$ cat src/design/range_sum_segment_tree_defines.svh
// range_sum_segment_tree_defines.svh: assertion macros for the range sum tree
// expects signals clk and arst_n in the module that uses them
`ifndef RANGE_SUM_SEGMENT_TREE_DEFINES_SVH
`define RANGE_SUM_SEGMENT_TREE_DEFINES_SVH
`ifndef SYNTHESIS
`define RSST_ASSERT_IMP(label, pre, post, msg) \
	label: assert property (@(posedge clk) disable iff (!arst_n) (pre) |-> (post)) \
		else $error(msg);
`define RSST_ASSERT_NXT(label, pre, post, msg) \
	label: assert property (@(posedge clk) disable iff (!arst_n) (pre) |=> (post)) \
		else $error(msg);
`else
`define RSST_ASSERT_IMP(label, pre, post, msg)
`define RSST_ASSERT_NXT(label, pre, post, msg)
`endif
`endif

$ cat src/design/rsst_pkg.sv
// rsst_pkg: widths, codes and types shared by the range sum tree modules
// no dependencies
`timescale 1ns / 1ps

package rsst_pkg;

	localparam int POS_W = 11;
	localparam int VAL_W = 32;
	localparam int SUM_W = 42;

	localparam logic [POS_W-1:0] CNT_RESET = 11'd1024;

	localparam logic CMD_UPDATE = 1'b0;
	localparam logic CMD_QUERY  = 1'b1;

	typedef enum logic [2:0] {
		S_CLEAR,
		S_IDLE,
		S_UP_LEAF,
		S_UP_WALK,
		S_Q_LEFT,
		S_Q_RIGHT,
		S_OUT
	} seq_state_t;

	typedef struct packed {
		logic                    cmd;
		logic [POS_W-1:0]        position;
		logic signed [VAL_W-1:0] value;
		logic [POS_W-1:0]        range_low;
		logic [POS_W-1:0]        range_high;
	} item_t;

	typedef struct packed {
		logic                    valid;
		logic signed [SUM_W-1:0] sum;
	} res_t;

endpackage

$ cat src/design/rsst_seq.sv
// rsst_seq: sequencer that clears the node store, walks update paths and query spans
// uses rsst_pkg and the assertion macros; drives the ports of rsst_mem
`timescale 1ns / 1ps
`include "range_sum_segment_tree_defines.svh"

module rsst_seq
	import rsst_pkg::*;
#(
	parameter int MAX_ELEMENTS = 1024,
	parameter int NODE_W       = 11
) (
	input  logic                    clk,
	input  logic                    arst_n,
	input  logic [POS_W-1:0]        count,
	input  logic                    in_valid,
	output logic                    in_ready,
	input  item_t                   item,
	output res_t                    res,
	input  logic                    res_ready,
	output logic                    mem_we,
	output logic [NODE_W-1:0]       mem_waddr,
	output logic signed [SUM_W-1:0] mem_wdata,
	output logic                    mem_re,
	output logic [NODE_W-1:0]       mem_raddr,
	input  logic signed [SUM_W-1:0] mem_rdata
);

	localparam int IDX_W = NODE_W + 1;
	localparam int CAP_I = (MAX_ELEMENTS > 2047) ? 2047 : MAX_ELEMENTS;
	localparam logic [POS_W-1:0]  CNT_CAP  = POS_W'(CAP_I);
	localparam logic [NODE_W-1:0] LAST_NODE = NODE_W'(2 * MAX_ELEMENTS - 1);

	seq_state_t state_q, state_d;

	logic [NODE_W-1:0]       clr_q;
	logic                    pend_q;
	logic [NODE_W-1:0]       node_q;
	logic signed [SUM_W-1:0] cur_q;
	logic [IDX_W-1:0]        l_q, r_q;
	logic signed [SUM_W-1:0] acc_q;

	logic [POS_W-1:0]        count_eff;
	logic                    upd_ok;
	logic [POS_W-1:0]        lo_c, hi_c;
	logic                    q_empty;
	logic                    accept;
	logic [NODE_W-1:0]       leaf;
	logic [IDX_W-1:0]        l_init, r_init;
	logic signed [SUM_W-1:0] walk_sum;

	// clip the span and check the position against the active count
	always_comb begin
		count_eff = (count > CNT_CAP) ? CNT_CAP : count;
		upd_ok    = (item.position != '0) && (item.position <= count_eff);
		lo_c      = (item.range_low == '0) ? POS_W'(1) : item.range_low;
		hi_c      = (item.range_high > count_eff) ? count_eff : item.range_high;
		q_empty   = lo_c > hi_c;
		leaf      = NODE_W'(MAX_ELEMENTS - 1) + NODE_W'(item.position);
		l_init    = IDX_W'(MAX_ELEMENTS - 1) + IDX_W'(lo_c);
		r_init    = IDX_W'(MAX_ELEMENTS) + IDX_W'(hi_c);
		accept    = in_valid && in_ready;
		walk_sum  = cur_q + mem_rdata;
	end

	// next state
	always_comb begin
		state_d = state_q;
		case (state_q)
			S_CLEAR: begin
				if (clr_q == LAST_NODE) state_d = S_IDLE;
			end
			S_IDLE: begin
				if (accept) begin
					if (item.cmd == CMD_UPDATE) begin
						state_d = upd_ok ? S_UP_LEAF : S_IDLE;
					end else begin
						state_d = q_empty ? S_OUT : S_Q_LEFT;
					end
				end
			end
			S_UP_LEAF: state_d = S_UP_WALK;
			S_UP_WALK: begin
				if (node_q == NODE_W'(1)) state_d = S_IDLE;
			end
			S_Q_LEFT:  state_d = (l_q < r_q) ? S_Q_RIGHT : S_OUT;
			S_Q_RIGHT: state_d = S_Q_LEFT;
			S_OUT: begin
				if (res_ready) state_d = S_IDLE;
			end
			default:   state_d = S_IDLE;
		endcase
	end

	// outputs
	always_comb begin
		in_ready  = 1'b0;
		res.valid = 1'b0;
		res.sum   = acc_q;
		mem_we    = 1'b0;
		mem_waddr = node_q;
		mem_wdata = cur_q;
		mem_re    = 1'b0;
		mem_raddr = node_q ^ NODE_W'(1);
		case (state_q)
			S_CLEAR: begin
				mem_we    = 1'b1;
				mem_waddr = clr_q;
				mem_wdata = '0;
			end
			S_IDLE: in_ready = 1'b1;
			S_UP_LEAF: begin
				mem_we = 1'b1;
				mem_re = 1'b1;
			end
			S_UP_WALK: begin
				// parent takes the new child sum plus the sibling just read
				mem_we    = 1'b1;
				mem_wdata = walk_sum;
				mem_re    = node_q != NODE_W'(1);
			end
			S_Q_LEFT: begin
				mem_re    = (l_q < r_q) && l_q[0];
				mem_raddr = l_q[NODE_W-1:0];
			end
			S_Q_RIGHT: begin
				mem_re    = r_q[0];
				mem_raddr = NODE_W'(r_q - 1'b1);
			end
			S_OUT: res.valid = 1'b1;
			default: ;
		endcase
	end

	always_ff @(posedge clk or negedge arst_n) begin
		if (!arst_n) begin
			state_q <= S_CLEAR;
			clr_q   <= '0;
			pend_q  <= 1'b0;
		end else begin
			state_q <= state_d;
			pend_q  <= mem_re;
			if (state_q == S_CLEAR) clr_q <= clr_q + 1'b1;
		end
	end

	always_ff @(posedge clk) begin
		case (state_q)
			S_IDLE: begin
				if (accept) begin
					node_q <= leaf;
					cur_q  <= {{(SUM_W - VAL_W){item.value[VAL_W-1]}}, item.value};
					l_q    <= l_init;
					r_q    <= r_init;
				end
			end
			S_UP_LEAF: node_q <= node_q >> 1;
			S_UP_WALK: begin
				cur_q  <= walk_sum;
				node_q <= node_q >> 1;
			end
			S_Q_LEFT: begin
				if ((l_q < r_q) && l_q[0]) l_q <= l_q + 1'b1;
			end
			S_Q_RIGHT: begin
				l_q <= l_q >> 1;
				r_q <= r_q >> 1;
			end
			default: ;
		endcase
		// read data from the previous cycle folds into the running sum
		if (state_q == S_IDLE) begin
			acc_q <= '0;
		end else if (pend_q) begin
			acc_q <= acc_q + mem_rdata;
		end
	end

	`RSST_ASSERT_IMP(a_span_order, state_q == S_Q_LEFT, l_q <= r_q, "query span crossed over")
	`RSST_ASSERT_IMP(a_pend_state, pend_q, state_q == S_Q_LEFT || state_q == S_Q_RIGHT || state_q == S_UP_WALK, "read data arrived outside a walk")
	`RSST_ASSERT_IMP(a_no_node0, mem_we && state_q != S_CLEAR, mem_waddr != '0, "walk wrote unused node zero")
	`RSST_ASSERT_NXT(a_walk_end, state_q == S_UP_WALK && node_q == NODE_W'(1), state_q == S_IDLE, "update did not finish at the root")

endmodule

$ cat config.mk
export PLATFORM = sky130hd
export DESIGN_NAME = rsst_seq
export DESIGN_NICKNAME = d
export VERILOG_FILES = /design/src/design/rsst_pkg.sv /design/src/design/rsst_seq.sv
export VERILOG_INCLUDE_DIRS = /design/src /design/src/design
export SDC_FILE = /design/constraint.sdc
export NUM_CORES = 1
export LEC_CHECK = 0
export ABC_AREA = 1
export BUFFER_PORTS_ARGS = -buffer_cell sky130_fd_sc_hd__buf_2
export CAP_MARGIN = 30
export CORE_ASPECT_RATIO = 0.75
export CORE_MARGIN = 5
export CORE_UTILIZATION = 35
export DETAILED_ROUTE_END_ITERATION = 7
export PLACE_DENSITY = 0.58
export SKIP_LAST_GASP = 1
export SYNTH_ARGS = -nofsm -noshare
export SYNTH_HDL_FRONTEND = slang
export SYNTH_SLANG_ARGS = --single-unit
$ cat constraint.sdc
create_clock -name clk -period 5.55 [get_ports clk]
set_clock_uncertainty 0.15 [all_clocks]
set_input_delay 1.11 -clock clk [delete_from_list [all_inputs] [get_ports clk]]
set_output_delay 1.11 -clock clk [all_outputs]
set_load 0.005 [all_outputs]
==> results of run 1 <==
## worst paths after layout
check                                  start       endpoint  slack [ns]  cells past startpoint
worst max register to register      cur_q[0]      cur_q[14]        2.66                     13
worst max-delay path            mem_rdata[0]  mem_wdata[32]        0.83                     16
max in group asynchronous             arst_n         pend_q        4.54                      1
worst min-delay path               clr_q[10]      clr_q[10]        0.33                      1
min in group asynchronous             arst_n       clr_q[3]        0.41                      1
worst min register to register     clr_q[10]      clr_q[10]        0.33                      1
## placed cells by master (no fill, tap or decap), drive strengths merged, types with 8 or more instances in the layout
master    n
dfrtp    15
ha      133
nand3b   13
clkinv    8
xor2     28
a21oi   160
nor3     30
buf     243
clkbuf   18
nand2   715
or2      21
o21bai   23
nand3   149
nor4      8
inv     302
o211ai   12
dfxtp    42
edfxtp   77
nor2    197
o21ai   162
o21a     11
nand4    29
## state kept, by name (all words and copies together), names as in the netlist
signal and count:
acc_q 42, cur_q 42, l_q 12, r_q 12
clr_q 11, node_q 11, state_q 3, pend_q 1
## cells by family after synthesis
group                    count (synthesis)
adder cells (fa/ha/maj)                135
buffers and inverters                  344
AND/OR/NAND/NOR                       1166
flip-flops                             134
XOR/XNOR                                33
AO/OA/AOI/OAI                          405
## power groups by stage
stage | combinational (W) | clock [W] | sequential [W]
after global placement | 0.00477 | 0 | 0.00195
after global routing | 0.00543 | 0.00119 | 0.00199
after CTS | 0.00482 | 0.00114 | 0.00194
after floorplan | 0.00312 | 0 | 0.00183
final | 0.00486 | 0.00112 | 0.00195
after detailed placement | 0.00480 | 0 | 0.00195
## synth_stat cells, types with 2 or more instances
cell / count / area share
buf_4: 3 / 0.0016
nand3_1: 145 / 0.052
nand3b_1: 13 / 0.0070
o221ai_1: 7 / 0.0044
nor2_1: 189 / 0.051
o211ai_1: 12 / 0.0064
or2_1: 3 / 0.0013
nor3_1: 27 / 0.0096
dfrtp_1: 15 / 0.027
o21ai_2: 2 / 0.0012
xor2_1: 28 / 0.017
a21o_1: 7 / 0.0037
a21boi_0: 2 / 0.0011
o21ai_1: 15 / 0.0054
o21ai_0: 145 / 0.052
nand3_2: 4 / 0.0029
o21bai_1: 22 / 0.012
nand2_1: 706 / 0.19
nor2_2: 7 / 0.0031
o21a_1: 11 / 0.0059
a31oi_1: 7 / 0.0031
nand4_2: 2 / 0.0018
clkbuf_1: 34 / 0.0091
o31ai_1: 2 / 0.0011
inv_2: 12 / 0.0032
nor3_2: 2 / 0.0014
or2_2: 16 / 0.0071
nor4_1: 8 / 0.0036
inv_1: 283 / 0.076
edfxtp_1: 77 / 0.16
buf_2: 10 / 0.0036
a22oi_1: 2 / 0.0011
a21oi_1: 159 / 0.057
xnor2_1: 5 / 0.0031
fa_1: 2 / 0.0029
dfxtp_1: 42 / 0.060
ha_1: 133 / 0.12
nand4_1: 27 / 0.012
o2111ai_1: 5 / 0.0031
a31o_2: 2 / 0.0012
nand2_2: 9 / 0.0040
## per-layer routing
metal | vias up | part of all wire
li1 | 7759 | -
met5 | - | 0
met3 | 45 | 0.072
met4 | 0 | 0.014
met1 | 7273 | 0.51
met2 | 578 | 0.41
## through the flow
stage | util | instances
floorplan | - | 2217
global placement | 0.3969 | 2930
detailed placement | 0.3973 | 2932
CTS | 0.4115 | 2964
global route | 0.4118 | 2968
finish | 0.4118 | 2968
## area by class of cell
type / instances / area, um^2
tap: 520 / 650.6
multi-input combinational: 1739 / 9185
inverter: 296 / 1111
sequential: 134 / 3530
timing repair buffer: 243 / 1244
antenna: 4 / 10.01
fill: 4366 / 23280
clock inverter: 14 / 112.6
clock buffer: 18 / 450.4
==> results.cfg, run 1 <==
[drt]
drcViolationCount = 0
routed_via_density = 5.275
drt_iter0_drc = 1389
drt_first_pass_iters = 5
antenna_left = 0
wl_per_cell_um = 18.86
routed_wl_mm = 55.99
vias = 15660

[final_layout]
post-route-cell-area_um2 = 16290
drive_above_1_share = 0.1391
area_delta_synth_final_pct = 16.24
nNetsFinal = 2689

[timing]
tns_ns = 0
fin_crit_ns = 4.717
fmax_mhz = 212.0
hold_viol = 0
max_slew_margin = 0.4266
grt_setup_unrepaired = false
slew_viol_final = 0
setup_viol = 0
setup_ws_ns = 0.8332
tightest_slew_ns = 0.8581
finalCritPeriodShare = 0.8499
whs_ns = 0.3267

[setup_path]
cp.required_ns = 4.29
critPathArrivalTime_ns = 3.46
worstSetupPathType = input pin to output port
crit_buf_inv = 2
crit_fanout = 5
critical_path.top_delay_family = simple AND/OR/NAND/NOR gates
worstSetupStartpointType = input pin
endpoint_kind = output port
crit_chain = buf_2 -> ha_1 -> fa_1 -> nand2_1 -> nand3_1 -> and2_4 -> nand2_1 -> nand2_2 -> nand2_1 -> nand3_1 -> nand2_1 -> nand2_1 -> nand2_1 -> nand3_1 -> nand2_1 -> buf_2
worst_path_max_delay_cell = fa_1
max_stage_delay_ns = 0.45
crit_path_frequent_cell = nand2_1

[floorplan]
rows = 63
die_x_um = 241.1
ios = 233
core_um2 = 39570
die_area_um2 = 44190
start_util = 0.3542
die_h_um = 183.3

[synthesis]
yosys.area_share.simple = 0.3510
synthesis.area_um2 = 14020
synth_compound_area_frac = 0.1613
synth-adder-area-share = 0.1216
synth_edf_count = 77
async_reset_ff_frac = 0.1119
synth_xor_area_frac = 0.02062
synth_nets = 2475
synthMuxAreaShare = 0
synth_area_per_cell_um2 = 6.323
ys.warnings.count = 0
syn_inst = 2217
ys.flop_type = edfxtp_1
ys_seq_area_frac = 0.2517
synth_top_family_by_area = simple AND/OR/NAND/NOR gates
synth.distinct_cells = 56
synth_seq_cells = 134

[clock_tree]
cts_buffers = 17
insertion_delay_ns = 0.45
clk_path_buf_depth = 2
clkTransAtPathRegs_ns = 0.06
cts_resized = 0
cts_tree = built
cts.sinks = 134
cts_setup_buffers = 0
cts_hold_buf = 0
htree_levels = 4
root_buffer = clkbuf_16

[global_routing]
grt_pass1_vias = 14420
grt_pass1_wl_mm = 84.35
grt_overflow = 0
met3_usage = 0.03999
gr-max-usage-layer = met1
grt_max_degree = 65
use_met1 = 0.3934
grtUsageMet2 = 0.3541
grt_antenna_before_repair = 6
gr-usage-all-layers = 0.2486

[power_and_ir_drop]
finalPower_w = 0.007926
p_sw_w = 0.004115
p_per_area_nw_per_um2 = 486.5
combPwrFrac = 0.613
seq_power_share = 0.246
clkPwrFrac = 0.141
internal_power_w = 0.003812
sw_frac_of_total = 0.5191
leakagePower_nw = 8.621
vdd_drop_max_mv = 0.2483

[run_status]
outcome = finished, final reports clean

[placed_design]
pre_cts_slack_ns = 0.4954
hpwl_mm = 46.87
io_buffer_count = 232
postPlaceCellArea_um2 = 15720
place_congestion = 0.9896

[run]
drv_cap = 0

[hold_path]
hold_path_class = flop to flop
Note: power is estimated with default switching activity, not from simulation.
==> run 2, diff against run 1 <==
--- a/config.mk
+++ b/config.mk
@@ -6,14 +6,14 @@
 export SDC_FILE = /design/constraint.sdc
 export NUM_CORES = 1
 export LEC_CHECK = 0
-export ABC_AREA = 1
+export ABC_AREA = 0
 export BUFFER_PORTS_ARGS = -buffer_cell sky130_fd_sc_hd__buf_2
 export CAP_MARGIN = 30
 export CORE_ASPECT_RATIO = 0.75
 export CORE_MARGIN = 5
 export CORE_UTILIZATION = 35
 export DETAILED_ROUTE_END_ITERATION = 7
-export PLACE_DENSITY = 0.58
+export PLACE_DENSITY = 0.59
 export SKIP_LAST_GASP = 1
 export SYNTH_ARGS = -nofsm -noshare
 export SYNTH_HDL_FRONTEND = slang
==> constraint.sdc (replaced) <==
create_clock -name clk -period 4.46 [get_ports clk]
set_clock_uncertainty 0.15 [all_clocks]
set_input_delay 0.892 -clock clk [delete_from_list [all_inputs] [get_ports clk]]
set_output_delay 0.892 -clock clk [all_outputs]
set_load 0.005 [all_outputs]
==> results.cfg, run 2 <==
[run_status]
outcome = finished, violations left
violations = negative setup slack

[setup_path]
worstSetupPathType = input pin to output port
endpoint_kind = output port
reg2reg_from = acc_q[7]
r2r_setup_slack_ns = 1.09
critPathArrivalTime_ns = 3.52
r2r_end = acc_q[41]
worstSetupStartpointType = input pin
crit_chain = buf_8 -> ha_4 -> fa_2 -> a21oi_2 -> and4b_1 -> o21ai_1 -> buf_4 -> a211oi_4 -> o211ai_1 -> nand3_2 -> buf_6 -> buf_4 -> xor2_1 -> nand2_1 -> nand2_2 -> buf_2
max_stage_delay_ns = 0.36
worst_path_max_delay_cell = fa_2
r2r_cells = 11
cp.required_ns = 3.42
crit_fanout = 3
crit_path_frequent_cell = buf_4

[synthesis]
synth_edf_count = 77
async_reset_ff_frac = 0.1119
synth-adder-area-share = 0.1367
synth_commonest_cells = nand2_1, ha_1, a21oi_1
synth_compound_area_frac = 0.2207
synth.distinct_cells = 78
synthesis.area_um2 = 12460
synth_top_family_by_area = compound AO/OA/AOI/OAI gates
synth_area_leader_cell = edfxtp_1
synth_area_per_cell_um2 = 8.200
synth_xor_area_frac = 0.07519
ys.flop_type = edfxtp_1
synth_seq_cells = 134
syn_inst = 1520
ys_seq_area_frac = 0.2831
synthMuxAreaShare = 0.04367
yosysMostFrequentCell = nand2_1
ys.warnings.count = 0
synth_area_leaders = edfxtp_1, ha_1, nand2_1, dfxtp_1, xnor2_1
synth_nets = 1778
yosys.area_share.simple = 0.1968
synth.top_cell.area_share = 0.1855

[power_and_ir_drop]
vdd_drop_max_mv = 0.1664
leakagePower_nw = 7.564
p_per_area_nw_per_um2 = 215.0
finalPower_w = 0.003460

[floorplan]
rows = 59
die_area_um2 = 39530
start_util = 0.3570
ios = 233
die_h_um = 173.4
die_x_um = 227.9
core_um2 = 34920

[clock_tree]
htree_levels = 4
cts_buffers = 17
clkTransAtPathRegs_ns = 0.06
insertion_delay_ns = 0.44
cts_hold_buf = 0
cts.sinks = 134
root_buffer = clkbuf_16
clk_path_buf_depth = 2
cts_tree = built

[timing]
max_slew_margin = 0.5136
grt_setup_unrepaired = true
setup_ws_ns = -0.1047
tns_ns = -0.5454
finalCritPeriodShare = 1.023
fin_crit_ns = 4.565
fmax_mhz = 219.1
hold_viol = 0
slew_viol_final = 0
setup_viol = 8
tightest_slew_ns = 0.7278

[drt]
dr_wl_met3_mm = 3.334
routed.top_layer = met4
drt_first_pass_iters = 5
routed_via_density = 5.415
wl_per_cell_um = 19.56
drt_iter0_drc = 1176
routed_wl_mm = 45.59
vias = 12620
dr_wl_met2_mm = 18.87
antenna_left = 0
drcViolationCount = 0
wl_met1_mm = 22.10

[global_routing]
grt_overflow = 0
grt_max_degree = 49
grt_pass1_vias = 12010
grt_antenna_before_repair = 6
gr-usage-all-layers = 0.2216
grt_pass1_wl_mm = 69.54

[hold_path]
hold_path_class = input pin to async pin

[placed_design]
place_congestion = 0.9906
hpwl_mm = 36.89
io_buffer_count = 232

[final_layout]
mostFrequentLayoutCells = nand2_1, buf_2, buf_4
layout_commonest_cell = nand2_1
nNetsFinal = 2113
top_regs = acc_q x42, cur_q x42
area_delta_synth_final_pct = 29.07
drive_above_1_share = 0.2832

[run]
drv_cap = 0
==> run 2: changes by cell type after synthesis, moves of 27 or more <==
cell      change
nand3_1     -102
nor2_1       -73
a21oi_1      -42
mux2_2       +27
a21o_1       +66
clkbuf_1     +30
nand2_1     -457
inv_1       -226
o21ai_0      -71
xnor2_1      +67
==> run 2: repair_timing <==
action,in CTS,in global routing
endpoints found under the setup margin,21,24
gates resized for setup,41,36
buffers inserted,8,7
pin swaps,36,31
==> run 2: worst max-delay path by stage <==
stage | start | endpoint | slack, ns | cells past startpoint
2_1_floorplan | count[10] | state_q[1] | 0.05 | 23
3_3_place_gp | mem_rdata[0] | mem_wdata[32] | -0.39 | 15
3_5_place_dp | mem_rdata[0] | mem_wdata[40] | -0.39 | 15
4_1_cts | mem_rdata[0] | mem_wdata[26] | -0.14 | 16
5_1_grt | cur_q[0] | mem_wdata[26] | -0.26 | 15
6_report | mem_rdata[0] | mem_wdata[24] | -0.10 | 16
==> run 2: area by class of cell <==
class	count	area [um^2]
fill	3446	18830
sequential	134	3530
timing repair buffer	390	2387
multi-input combinational	1253	8806
clock buffer	23	478.0
tap	457	571.8
clock inverter	9	76.32
antenna	6	15.01
inverter	59	224.0
==> run 2: cells by family (layout without fill, tap and decap cells) <==
kind of cell               count (synthesis)  count (layout)
muxes                                     51              51
and+or+nand+nor                          546             546
other                                      0               6
xor gates and xnor gates                 107             107
buffers and inverters                    133             481
DFF                                      134             134
AOI/OAI and AO/OA                        414             414
adders and majority gates                135             135
==> run 2: routing by layer <==
metal	track usage	up-vias
li1	-	6184
met1	0.3334	5946
met2	0.3154	433
met3	0.04176	60
met4	0.07760	0
met5	0	-
==> run 2: worst max-delay path, delay by kind of cell <==
family,cells,cell delay [ns]
compound gates,4,0.66
xor+xnor,1,0.14
fa+ha+maj,2,0.51
buf+inv,5,0.65
simple gates,4,0.67
==> run 2: power by group <==
part	switching (W)	internal [W]	leakage, nW
Combinational	0.000403	0.000362	6.06
Sequential	0.00000264	0.00131	1.23
Clock	0.000572	0.000805	0.277
Total	0.000978	0.00248	7.56
==> run 2: through the flow <==
stage          setup slack [ns]  area [um^2]    util  hold WS (ns)  cells
2_1_floorplan           0.05405        12540       -        0.3033   1520
3_3_place_gp            -0.3944        15020  0.4302        0.3175   2277
3_5_place_dp            -0.3861        15040  0.4308        0.3308   2278
4_1_cts                 -0.1410        15830  0.4534        0.2064   2318
5_1_grt                 -0.2634        16090  0.4607        0.2330   2331
6_report                -0.1047        16090  0.4607        0.2191   2331
==> run 3, diff against run 2 <==
--- a/config.mk
+++ b/config.mk
@@ -6,14 +6,14 @@
 export SDC_FILE = /design/constraint.sdc
 export NUM_CORES = 1
 export LEC_CHECK = 0
-export ABC_AREA = 0
+export ABC_AREA = 1
 export BUFFER_PORTS_ARGS = -buffer_cell sky130_fd_sc_hd__buf_2
 export CAP_MARGIN = 30
 export CORE_ASPECT_RATIO = 0.75
 export CORE_MARGIN = 5
 export CORE_UTILIZATION = 35
 export DETAILED_ROUTE_END_ITERATION = 7
-export PLACE_DENSITY = 0.59
+export PLACE_DENSITY = 0.58
 export SKIP_LAST_GASP = 1
 export SYNTH_ARGS = -nofsm -noshare
 export SYNTH_HDL_FRONTEND = slang
==> results.cfg, run 3 (synthesized netlist as in run 1, its figures left out) <==
[run]
drv_cap = 0

[timing]
grt_setup_unrepaired = false
fmax_mhz = 235.8
setup_viol = 0
hold_viol = 0
slew_viol_final = 0
fin_crit_ns = 4.241
max_slew_margin = 0.4081
tightest_slew_ns = 0.8844
finalCritPeriodShare = 0.9509

[clock_tree]
cts_buffers = 17
cts_setup_buffers = 0
clkTransAtPathRegs_ns = 0.06
insertion_delay_ns = 0.44
clk_path_buf_depth = 2
cts.sinks = 134
cts_tree = built
cts_hold_buf = 0
htree_levels = 4
root_buffer = clkbuf_16

[run_status]
outcome = finished, final reports clean

[final_layout]
mostFrequentLayoutCells = nand2_1, inv_1, buf_2
drive_above_1_share = 0.1430
stdcell_count = 2981
area_delta_synth_final_pct = 16.84
post-route-cell-area_um2 = 16380
nNetsFinal = 2700
layout_commonest_cell = nand2_1
top_regs = acc_q x42, cur_q x42

[setup_path]
worstSetupStartpointType = input pin
crit_fanout = 4
worstSetupPathType = input pin to output port
critPathArrivalTime_ns = 3.20
crit_chain = buf_2 -> ha_1 -> fa_1 -> nand2_1 -> nand3_1 -> nand4_1 -> nand2_1 -> nand3b_1 -> nand3_1 -> nand2_1 -> nand2_1 -> nand2_1 -> nand3_1 -> nand2_1 -> buf_2
crit_path_frequent_cell = nand2_1
endpoint_kind = output port
cp.required_ns = 3.42
max_stage_delay_ns = 0.46
worst_path_max_delay_cell = fa_1

[floorplan]
die_h_um = 183.3
die_area_um2 = 44190
start_util = 0.3542
core_um2 = 39570
rows = 63
ios = 233
die_x_um = 241.1

[drt]
drcViolationCount = 0
drt_first_pass_iters = 6
antenna_left = 0
wl_met1_mm = 27.66
dr_wl_met2_mm = 22.81
routed_wl_mm = 56.30
dr_wl_met3_mm = 4.851
routed_via_density = 5.268
drt_iter0_drc = 1553
vias = 15710
wl_per_cell_um = 18.89
routed.top_layer = met4

[placed_design]
io_buffer_count = 232
postPlaceCellArea_um2 = 15800
placed_cells = 2942
place_congestion = 0.9880
hpwl_mm = 47.51

[power_and_ir_drop]
p_per_area_nw_per_um2 = 603.7
vdd_drop_max_mv = 0.3660
leakagePower_nw = 8.658

[global_routing]
grt_pass1_vias = 14260
grt_max_degree = 64
gr-usage-all-layers = 0.2465
grt_antenna_before_repair = 7
grt_overflow = 0
grt_pass1_wl_mm = 83.68

[hold_path]
hold_path_class = input pin to async pin
## run 3: cell count changes in the layout (fill, tap and decap cells not counted), sizes merged, moves of 17 or more
| cell | before | now |
|---|---|---|
| nand2 | 249 | 715 |
| nand2b | 18 | 0 |
| buf | 390 | 254 |
| a21o | 76 | 7 |
| inv | 57 | 301 |
| a21oi | 118 | 160 |
| mux2i | 24 | 0 |
| nand3 | 43 | 149 |
| nor2 | 116 | 197 |
| mux2 | 27 | 0 |
| nor2b | 17 | 0 |
| xnor2 | 72 | 5 |
| o21ai | 76 | 162 |
## run 3: through the flow
stage | util | TNS, ns | hold slack (ns) | total power, W | setup WS, ns
finish | 0.4139 | 0 | 0.2286 | 0.009887 | 0.2192
global route | 0.4139 | 0 | 0.2385 | 0.01074 | 0.05939
CTS | 0.4133 | 0 | 0.2169 | 0.009851 | 0.2478
detailed placement | 0.3992 | -0.04955 | 0.3120 | 0.008422 | -0.04955
global placement | 0.3990 | 0 | 0.3115 | 0.008373 | 0.04362
floorplan | - | 0 | 0.2916 | 0.006148 | 0.6102
## run 3: path summary, 6_finish.rpt
| check | start | slack [ns] | cells past startpoint | to |
|---|---|---|---|---|
| min | arst_n | 0.23 | 1 | clr_q[10] |
| max in group asynchronous | arst_n | 3.60 | 1 | pend_q |
| min in group clk | clr_q[4] | 0.32 | 1 | clr_q[4] |
| min reg2reg | clr_q[4] | 0.32 | 1 | clr_q[4] |
| max reg2reg | cur_q[0] | 1.64 | 13 | cur_q[14] |
| max | mem_rdata[0] | 0.22 | 15 | mem_wdata[30] |
## run 3: critical path, delay by kind of cell
kind / cells / cell delay (ns)
AND/OR/NAND/NOR: 11 / 1.29
adder cells (fa/ha/maj): 2 / 0.76
buffers and inverters: 2 / 0.24
## run 3: report_power, final
group,switching (W),internal [W]
combinational,0.00402,0.00207
sequential,0.000474,0.00194
clock,0.000626,0.000763
## run 3: repair_timing
item / 4_1_cts / 5_1_grt
hold endpoints to repair: 0 / 0
endpoints found under the setup margin: 0 / 1
gates resized for setup: 0 / 1
## run 3: routing by layer
layer | global-route usage | vias up
li1 | - | 7812
met1 | 0.3822 | 7223
met2 | 0.3459 | 610
met3 | 0.05322 | 60
met4 | 0.05797 | 0
met5 | 0 | -
## run 3: cell type report
cell class | count | area [um^2]
Antenna cell | 6 | 15.01
Multi-Input combinational cell | 1739 | 9188
Fill cell | 4330 | 23190
Sequential cell | 134 | 3530
Clock buffer | 19 | 464.2
Timing Repair Buffer | 254 | 1326
Clock inverter | 13 | 93.84
Inverter | 296 | 1111
Tap cell | 520 | 650.6
